===== config.mk =====
export PLATFORM = sky130hd
export DESIGN_NAME = unordered_key_table_unit
export DESIGN_NICKNAME = d
export VERILOG_FILES = /design/src/rtl/core/ukt_pkg.sv /design/src/rtl/core/unordered_key_table_unit.sv /design/src/rtl/core/ukt_cell.sv /design/src/rtl/core/ukt_ctrl.sv
export SDC_FILE = /design/constraint.sdc
export NUM_CORES = 2
export LEC_CHECK = 0
export BUFFER_PORTS_ARGS = -buffer_cell sky130_fd_sc_hd__buf_2
export CORE_ASPECT_RATIO = 0.75
export CORE_UTILIZATION = 60
export DETAILED_ROUTE_END_ITERATION = 10
export PLACE_DENSITY = 0.76
export SLEW_MARGIN = 20
export SYNTH_ARGS = -nofsm -noshare
export SYNTH_HDL_FRONTEND = slang
export SYNTH_SLANG_ARGS = --single-unit

===== constraint.sdc =====
create_clock -name clock -period 57.9 [get_ports clock]
set_clock_uncertainty 0.1 [all_clocks]
set_input_delay 5.79 -clock clock [delete_from_list [all_inputs] [get_ports clock]]
set_output_delay 5.79 -clock clock [all_outputs]
set_load 0.1 [all_outputs]

===== src/rtl/core/ukt_pkg.sv =====
`timescale 1ns / 1ps
// Package for the unordered key table: request and response payloads, op and
// status codes, the record that travels down the cell chain, and the stored entry.
// No dependencies.
package ukt_pkg;

   localparam int KEY_BITS   = 32;
   localparam int VALUE_BITS = 32;
   localparam int OP_BITS    = 3;
   localparam int CNT_BITS   = 5;

   localparam logic [CNT_BITS-1:0] CAP_RESET = 5'd16;

   typedef enum logic [OP_BITS-1:0] {
      OP_INSERT = 3'd0,
      OP_QUERY  = 3'd1,
      OP_REMOVE = 3'd2,
      OP_FIRST  = 3'd3,
      OP_NEXT   = 3'd4
   } op_type;

   typedef enum logic [1:0] {
      ST_OK   = 2'd0,
      ST_MISS = 2'd1,
      ST_FULL = 2'd2
   } status_type;

   typedef enum logic [1:0] {
      S_IDLE   = 2'd0,
      S_RUN    = 2'd1,
      S_FINISH = 2'd2
   } state_type;

   typedef struct packed {
      logic [OP_BITS-1:0]    op;
      logic [KEY_BITS-1:0]   match_key;
      logic [VALUE_BITS-1:0] element_value;
   } req_type;

   typedef struct packed {
      logic [1:0]            status;
      logic [KEY_BITS-1:0]   found_key;
      logic [VALUE_BITS-1:0] found_value;
      logic [CNT_BITS-1:0]   entry_count;
   } rsp_type;

   typedef struct packed {
      logic [KEY_BITS-1:0]   key;
      logic [VALUE_BITS-1:0] value;
   } entry_type;

   // Record handed from cell to cell. For an insert, found means the insert
   // was accepted; for the other ops it means an entry has been picked up.
   typedef struct packed {
      logic                  run;
      logic [OP_BITS-1:0]    op;
      logic                  found;
      logic [CNT_BITS-1:0]   target;
      logic [KEY_BITS-1:0]   key;
      logic [VALUE_BITS-1:0] value;
   } cell_rec_type;

endpackage


===== src/rtl/core/unordered_key_table_unit.sv =====
`timescale 1ns / 1ps
// Top level of the unordered key table: a controller and a chain of DEPTH cells.
// Depends on ukt_pkg, ukt_ctrl and ukt_cell.
//
//   Port group   Dir   Handshake            Carries
//   req_*        in    req_valid/req_stall  op, match_key, element_value
//   rsp_*        out   rsp_valid/rsp_stall  status, found_key, found_value, entry_count
//   csr_*        in    csr_write_en         capacity (5 bits)
//
// On acceptance the request record is registered in the controller and walks the
// cell chain one cell per clock; the controller then registers the result in a
// pending register and moves it into the response register once that is free.
// One request is in the chain at a time; the next is taken once the previous
// result has moved into the response register, even if that response is stalled.
// Reset is synchronous and active high; it clears the count, cursor and state
// and sets the capacity to 16. Stored entries are not cleared.
module unordered_key_table_unit #(
   parameter int DEPTH = 16
) (
   input  logic                          clock,
   input  logic                          reset,
   input  logic                          req_valid,
   output logic                          req_stall,
   input  ukt_pkg::req_type              req_data,
   output logic                          rsp_valid,
   input  logic                          rsp_stall,
   output ukt_pkg::rsp_type              rsp_data,
   input  logic                          csr_write_en,
   input  logic [ukt_pkg::CNT_BITS-1:0]  csr_write_data
);
   import ukt_pkg::*;

   // The record chain: rec[0] enters the first cell, rec[DEPTH] leaves the last.
   cell_rec_type        rec [DEPTH+1];
   // Each cell's stored entry, read by its left neighbor during a removal shift.
   entry_type           ent [DEPTH];
   logic [CNT_BITS-1:0] count;

   ukt_ctrl #(
      .DEPTH(DEPTH)
   ) u_ctrl (
      .clock          (clock),
      .reset          (reset),
      .req_valid      (req_valid),
      .req_stall      (req_stall),
      .req_data       (req_data),
      .rsp_valid      (rsp_valid),
      .rsp_stall      (rsp_stall),
      .rsp_data       (rsp_data),
      .csr_write_en   (csr_write_en),
      .csr_write_data (csr_write_data),
      .rec_head       (rec[0]),
      .rec_tail       (rec[DEPTH]),
      .count          (count)
   );

   // Each cell compares its own key as the record passes, so a search or a
   // cursor fetch is resolved by the time the record leaves the last cell.
   // A removal closes the gap cell by cell right behind the record.
   for (genvar i = 0; i < DEPTH; i++) begin : g_cell
      entry_type right;
      if (i == DEPTH - 1) begin : g_last
         assign right = '0;
      end else begin : g_mid
         assign right = ent[i+1];
      end

      ukt_cell #(
         .INDEX(i)
      ) u_cell (
         .clock       (clock),
         .reset       (reset),
         .rec_in      (rec[i]),
         .count       (count),
         .right_entry (right),
         .rec_out     (rec[i+1]),
         .entry_out   (ent[i])
      );
   end

endmodule


===== src/rtl/core/ukt_cell.sv =====
`timescale 1ns / 1ps
// One table cell: holds a single key/value entry and passes the request record
// to the next cell each cycle. Depends on ukt_pkg.
module ukt_cell #(
   parameter int INDEX = 0
) (
   input  logic                                 clock,
   input  logic                                 reset,
   input  ukt_pkg::cell_rec_type                rec_in,
   input  logic [ukt_pkg::CNT_BITS-1:0]         count,
   input  ukt_pkg::entry_type                   right_entry,
   output ukt_pkg::cell_rec_type                rec_out,
   output ukt_pkg::entry_type                   entry_out
);
   import ukt_pkg::*;

   localparam logic [CNT_BITS-1:0] MY_IDX   = CNT_BITS'(INDEX);
   localparam logic [CNT_BITS-1:0] NEXT_IDX = CNT_BITS'(INDEX + 1);

   entry_type    entry_ff;
   cell_rec_type rec_ff;
   cell_rec_type rec_in_nxt;
   logic         hit;
   logic         write_en;
   logic         shift_en;
   logic         is_search;
   logic         is_fetch;

   always_comb begin
      is_search = (rec_in.op == OP_QUERY) || (rec_in.op == OP_REMOVE);
      is_fetch  = (rec_in.op == OP_FIRST) || (rec_in.op == OP_NEXT);
      hit = (MY_IDX < count) &&
            ((is_search && !rec_in.found && (entry_ff.key == rec_in.key)) ||
             (is_fetch && (rec_in.target == MY_IDX)));
      rec_in_nxt = rec_in;
      if (hit) begin
         rec_in_nxt.found = 1'b1;
         rec_in_nxt.key   = entry_ff.key;
         rec_in_nxt.value = entry_ff.value;
      end
   end

   // An accepted insert lands in the cell just past the last valid entry.
   assign write_en = rec_in.run && (rec_in.op == OP_INSERT) && rec_in.found &&
                     (count == MY_IDX);

   // Once the removed entry lies at or before this cell, pull the right
   // neighbor's entry in, as long as that neighbor is valid.
   assign shift_en = rec_ff.run && (rec_ff.op == OP_REMOVE) && rec_ff.found &&
                     (NEXT_IDX < count);

   always_ff @(posedge clock) begin
      if (write_en) begin
         entry_ff.key   <= rec_in.key;
         entry_ff.value <= rec_in.value;
      end else if (shift_en) begin
         entry_ff <= right_entry;
      end
   end

   always_ff @(posedge clock) begin
      if (reset) begin
         rec_ff.run <= 1'b0;
      end else begin
         rec_ff <= rec_in_nxt;
      end
   end

   assign rec_out   = rec_ff;
   assign entry_out = entry_ff;

endmodule


===== src/rtl/core/ukt_ctrl.sv =====
`timescale 1ns / 1ps
// Controller: request intake, count, cursor and capacity registers, result
// assembly and the response register. Depends on ukt_pkg.
module ukt_ctrl #(
   parameter int DEPTH = 16
) (
   input  logic                          clock,
   input  logic                          reset,
   input  logic                          req_valid,
   output logic                          req_stall,
   input  ukt_pkg::req_type              req_data,
   output logic                          rsp_valid,
   input  logic                          rsp_stall,
   output ukt_pkg::rsp_type              rsp_data,
   input  logic                          csr_write_en,
   input  logic [ukt_pkg::CNT_BITS-1:0]  csr_write_data,
   output ukt_pkg::cell_rec_type         rec_head,
   input  ukt_pkg::cell_rec_type         rec_tail,
   output logic [ukt_pkg::CNT_BITS-1:0]  count
);
   import ukt_pkg::*;

   localparam logic [CNT_BITS-1:0] DEPTH_CNT = CNT_BITS'(DEPTH);

   state_type           state_ff, state_in;
   cell_rec_type        rec_ff, rec_in;
   logic [CNT_BITS-1:0] cursor_ff, cursor_in;
   logic [CNT_BITS-1:0] count_ff, count_in;
   logic [CNT_BITS-1:0] cap_ff;
   logic [CNT_BITS-1:0] eff_cap;
   rsp_type             pend_ff, pend_in;
   rsp_type             rsp_ff;
   logic                rsp_valid_ff, rsp_valid_in;
   logic                accept;
   logic                tail_done;
   logic                rsp_load;

   // Next state.
   always_comb begin
      state_in = state_ff;
      unique case (state_ff)
         S_IDLE:   if (req_valid) state_in = S_RUN;
         S_RUN:    if (rec_tail.run) state_in = S_FINISH;
         S_FINISH: if (!rsp_valid_ff || !rsp_stall) state_in = S_IDLE;
         default:  state_in = S_IDLE;
      endcase
   end

   // State outputs.
   always_comb begin
      req_stall = 1'b1;
      tail_done = 1'b0;
      rsp_load  = 1'b0;
      unique case (state_ff)
         S_IDLE:   req_stall = 1'b0;
         S_RUN:    tail_done = rec_tail.run;
         S_FINISH: rsp_load  = !rsp_valid_ff || !rsp_stall;
         default:  req_stall = 1'b1;
      endcase
   end

   assign accept  = req_valid && !req_stall;
   assign eff_cap = (cap_ff > DEPTH_CNT) ? DEPTH_CNT : cap_ff;

   // Record that enters the chain, and the cursor move it implies.
   always_comb begin
      cursor_in = cursor_ff;
      if (req_data.op == OP_FIRST) begin
         cursor_in = '0;
      end else if ((req_data.op == OP_NEXT) && (cursor_ff < count_ff)) begin
         cursor_in = cursor_ff + 1'b1;
      end
      rec_in.run    = accept;
      rec_in.op     = req_data.op;
      rec_in.found  = (req_data.op == OP_INSERT) && (count_ff < eff_cap);
      rec_in.target = cursor_in;
      rec_in.key    = req_data.match_key;
      rec_in.value  = req_data.element_value;
   end

   // Result from the record leaving the last cell.
   always_comb begin
      count_in            = count_ff;
      pend_in.status      = ST_MISS;
      pend_in.found_key   = '0;
      pend_in.found_value = '0;
      case (rec_tail.op) inside
         OP_INSERT: begin
            pend_in.status = rec_tail.found ? ST_OK : ST_FULL;
            if (rec_tail.found) count_in = count_ff + 1'b1;
         end
         OP_QUERY, OP_REMOVE, OP_FIRST, OP_NEXT: begin
            if (rec_tail.found) begin
               pend_in.status      = ST_OK;
               pend_in.found_key   = rec_tail.key;
               pend_in.found_value = rec_tail.value;
               if (rec_tail.op == OP_REMOVE) count_in = count_ff - 1'b1;
            end
         end
         default: pend_in.status = ST_MISS;
      endcase
      pend_in.entry_count = count_in;
   end

   always_comb begin
      rsp_valid_in = rsp_valid_ff;
      if (rsp_load) begin
         rsp_valid_in = 1'b1;
      end else if (!rsp_stall) begin
         rsp_valid_in = 1'b0;
      end
   end

   always_ff @(posedge clock) begin
      if (reset) begin
         state_ff     <= S_IDLE;
         rec_ff.run   <= 1'b0;
         cursor_ff    <= '0;
         count_ff     <= '0;
         cap_ff       <= CAP_RESET;
         rsp_valid_ff <= 1'b0;
      end else begin
         state_ff     <= state_in;
         rec_ff       <= rec_in;
         rsp_valid_ff <= rsp_valid_in;
         if (accept) cursor_ff <= cursor_in;
         if (tail_done) count_ff <= count_in;
         if (csr_write_en) cap_ff <= csr_write_data;
      end
   end

   always_ff @(posedge clock) begin
      if (tail_done) pend_ff <= pend_in;
      if (rsp_load) rsp_ff <= pend_ff;
   end

   assign rec_head  = rec_ff;
   assign count     = count_ff;
   assign rsp_valid = rsp_valid_ff;
   assign rsp_data  = rsp_ff;

endmodule

==> flow_summary.yaml <==
run_status:
  status: "finished, final reports clean"
global_route:
  grtUsageTotal_pct: 23.8
  grt.overflow.total: 0
  grt_first_pass_wirelength_um: 321000
  first_global_vias: 50800
  pin_count_of_the_biggest_net_entering_global_routing: 160
  antenna_found_initial: 5
cts:
  ctsRootBufferMaster: "sky130_fd_sc_hd__clkbuf_16"
  post_cts_buffers: 0
  cts-resized-gates: 0
  clock_sink_count: 2437
  path_clk_slew_ns: 0.06
  tritoncts_clock_tree: "yes"
  cts-buffers-inserted: 223
  cts_buffer_depth: 3
  clk_latency_ns: 0.85
  cts-htree-levels: 4
  cts-hold-fix-buffers: 0
synth:
  synthesis.yosys.warnings: 0
  synth_nets: 5985
  synth-seq-cells: 2437
  synth-edff-count: 2402
  count_of_cell_types_in_the_netlist: 48
  asyncSetResetFlopFracSynth_pct: 0
  synth.avg_cell_area_sq_um: 17.9
  post_synth_inst_count: 5894
  yosysSeqAreaShare_pct: 69.1
  dominantRegCellSynth: "sky130_fd_sc_hd__edfxtp_1"
  synth_area_sq_um: 105000
place:
  numPortBuffers: 149
  detailed_place_hpwl_um: 141000
  dpl_cell_area_sq_um: 109000
  numPlacedInstances: 8215
  place_congestion: 0.865
timing:
  post-route-min-period_ns: 9.23
  setup_viol: 0
  slew_headroom_pct: 28.8
  period_share_pct: 15.9
  clock.fmax_ghz: 0.108
  finalHoldViolations: 0
  rsz0062_at_grt: "false"
  slew_viol_final: 0
  timing.setup.tns_ns: 0
  timing_worst_slew_pin_value_ns: 1.07
setup_path:
  crit_start_category: "primary input"
  critPathLaunch: "reset"
  worst-endpoint-required_ns: 58.26
  path_max_fanout: 129
  critPathArrivalTime_ns: 9.60
  worst_r2r_startpoint: "u_ctrl.count[4]$_SDFFE_PP0P_"
  r2r_end: "g_cell[2].u_cell.rec_out[15]$_DFFE_PN_"
  timing.critical_path.to: "g_cell[2].u_cell.rec_out[39]$_DFFE_PN_"
  worst_setup_path_end_kind: "flop"
  timing.setup.critical_path_class: "primary input to flop"
  reg_to_reg_setup_timing_slack_ns: 53.09
  reg2regPathDepth: 6
pwr:
  swShare_pct: 20.7
  power.density_cell_area_nw_per_um2: 30.9
  cellInternalPower_w: 0.00284
  power.leakage_nw: 38.7
  total_switching_power_w: 0.000742
  p_clk_share_pct: 40.7
  ir_worst_vdd_mv: 0.0283
  comb_power_share_pct: 2.7
  seqPwrFrac_pct: 56.6
min_path:
  timing.hold.worst.class: "flop to flop"
job:
  timing.max_cap.violations: 0
route:
  avgViaCountPerCell: 5.95
  antenna_left: 0
  wl_um: 211000
  routed-via-count: 51300
  detail_route.wl_per_cell_um: 24.5
  firstDrtPassIters: 5
  drt_first_iter_violations: 5449
  remaining_drc_errors: 0
floorplan:
  fp.dieW_um: 486
  core_area_sq_um: 174000
  rows: 132
  io-pin-count: 150
  initial_core_utilization_pct: 60.7
  die-height_um: 365
  dieArea_sq_um: 177000
layout:
  leading_cell_types_in_the_layout_fill_and_taps_excluded: "sky130_fd_sc_hd__edfxtp_1, sky130_fd_sc_hd__mux2_2, sky130_fd_sc_hd__xnor2_1, sky130_fd_sc_hd__clkbuf_16, sky130_fd_sc_hd__buf_2"
  area_delta_synth_final_pct: 9.99
  design_area_sq_um: 116000
  antenna_cells_inserted: 0
  nNetsFinal: 6186
  layout-drive-gt1-share_pct: 41.1
  final_common_cell: "sky130_fd_sc_hd__edfxtp_1"
  layoutNonFillerInstCount: 8632
[power groups by stage]
stage	registers (W)	logic (W)	clock network [W]
after floorplan	0.00209	0.0000708	0
after global placement	0.00206	0.0000946	0
after detailed placement	0.00206	0.0000958	0
after CTS	0.00203	0.0000975	0.00148
after global routing	0.00203	0.000104	0.00155
final	0.00203	0.0000966	0.00146
[worst min path at each step]
stage,from,to,slack [ns],cells past startpoint
4_1_cts,u_ctrl.pend_ff[70]$_SDFFCE_PN0P_,u_ctrl.rsp_data[70]$_DFFE_PP_,0.31,0
2_1_floorplan,u_ctrl.pend_ff[0]$_DFFE_PP_,u_ctrl.rsp_data[0]$_DFFE_PP_,0.30,0
3_5_place_dp,u_ctrl.pend_ff[36]$_SDFFCE_PP0P_,u_ctrl.rsp_data[36]$_DFFE_PP_,0.30,0
3_3_place_gp,u_ctrl.pend_ff[66]$_SDFFCE_PP0P_,u_ctrl.rsp_data[66]$_DFFE_PP_,0.30,0
5_1_grt,u_ctrl.pend_ff[52]$_SDFFCE_PP0P_,u_ctrl.rsp_data[52]$_DFFE_PP_,0.32,0
6_report,u_ctrl.pend_ff[54]$_SDFFCE_PP0P_,u_ctrl.rsp_data[54]$_DFFE_PP_,0.31,0
[state kept, by name, summed over array words and instances (netlist names), 5 cells and up]
name and flops:
g_cell.u_cell.entry_out 1024, g_cell.u_cell.rec_out 1179, u_ctrl.cap_ff 5, u_ctrl.count 5, u_ctrl.cursor_ff 5, u_ctrl.pend_ff 71
u_ctrl.rec_head 74, u_ctrl.rsp_data 71
[layer usage]
layer | routed length (um) | track usage, %
met1 | 100000 | 37.1
met2 | 92200 | 34.4
met3 | 12900 | 3.68
met5 | 0 | 0
met4 | 6060 | 7.44
[cell type report]
cell class | instances | area [sq um]
Clock buffer | 266 | 5830
Clock inverter | 151 | 1360
Fill cell | 11300 | 57600
Inverter | 12 | 52.6
Multi-Input combinational cell | 3203 | 31700
Sequential cell | 2437 | 72800
Tap cell | 2345 | 2930
Timing Repair Buffer | 218 | 1280
[synthesized netlist by cell type, drive strengths merged (3+ instances only)]
| master | number | area [sq um] |
|---|---|---|
| nor2b | 19 | 119 |
| nor4bb | 13 | 130 |
| nor2 | 68 | 255 |
| or3 | 3 | 18.8 |
| and3b | 7 | 61.3 |
| nand2b | 3 | 18.8 |
| mux2i | 9 | 90.1 |
| inv | 11 | 41.3 |
| or2 | 16 | 100 |
| buf | 185 | 1030 |
| a31oi | 13 | 87.6 |
| or4 | 4 | 30.0 |
| o21ai | 26 | 130 |
| edfxtp | 2402 | 72100 |
| clkbuf | 57 | 214 |
| xnor2 | 481 | 4210 |
| mux2 | 1984 | 22500 |
| nand4b | 9 | 78.8 |
| nand3 | 24 | 120 |
| dfxtp | 35 | 701 |
| xor2 | 59 | 517 |
| ha | 14 | 175 |
| nand3b | 6 | 45.0 |
| a21oi | 30 | 150 |
| and3 | 4 | 25.0 |
| o21bai | 4 | 30.0 |
| nor3 | 24 | 120 |
| nand4 | 129 | 807 |
| nand2 | 63 | 236 |
| and2 | 129 | 807 |
| nor4 | 49 | 307 |
[kinds of logic after synthesis]
logic type      Yosys count  share of synthesized area, %
flops                  2437                          69.1
mux                    1993                          21.5
simple gates            575                          3.15
xor+xnor                540                          4.49
buf+inv                 254                          1.22
compound gates           81                         0.438
fa+ha+maj                14                         0.166
[metrics by stage]
stage          hold WS [ns]  utilization (%)  total power (W)  setup slack, ns
2_1_floorplan         0.300                -          0.00216            26.13
3_3_place_gp          0.300             62.7          0.00215            47.75
3_5_place_dp          0.305             62.7          0.00216            47.65
4_1_cts               0.310             66.8          0.00360            48.58
5_1_grt               0.321             66.8          0.00368            48.38
6_report              0.310             66.8          0.00358            48.67
[worst max-delay path: stages]
cell and delay (ns):
sky130_fd_sc_hd__buf_2 0.40, sky130_fd_sc_hd__inv_8 0.78, sky130_fd_sc_hd__buf_4 0.78, sky130_fd_sc_hd__buf_4 0.86
sky130_fd_sc_hd__buf_4 0.81
No activity file was read; power rests on OpenSTA's default activity.
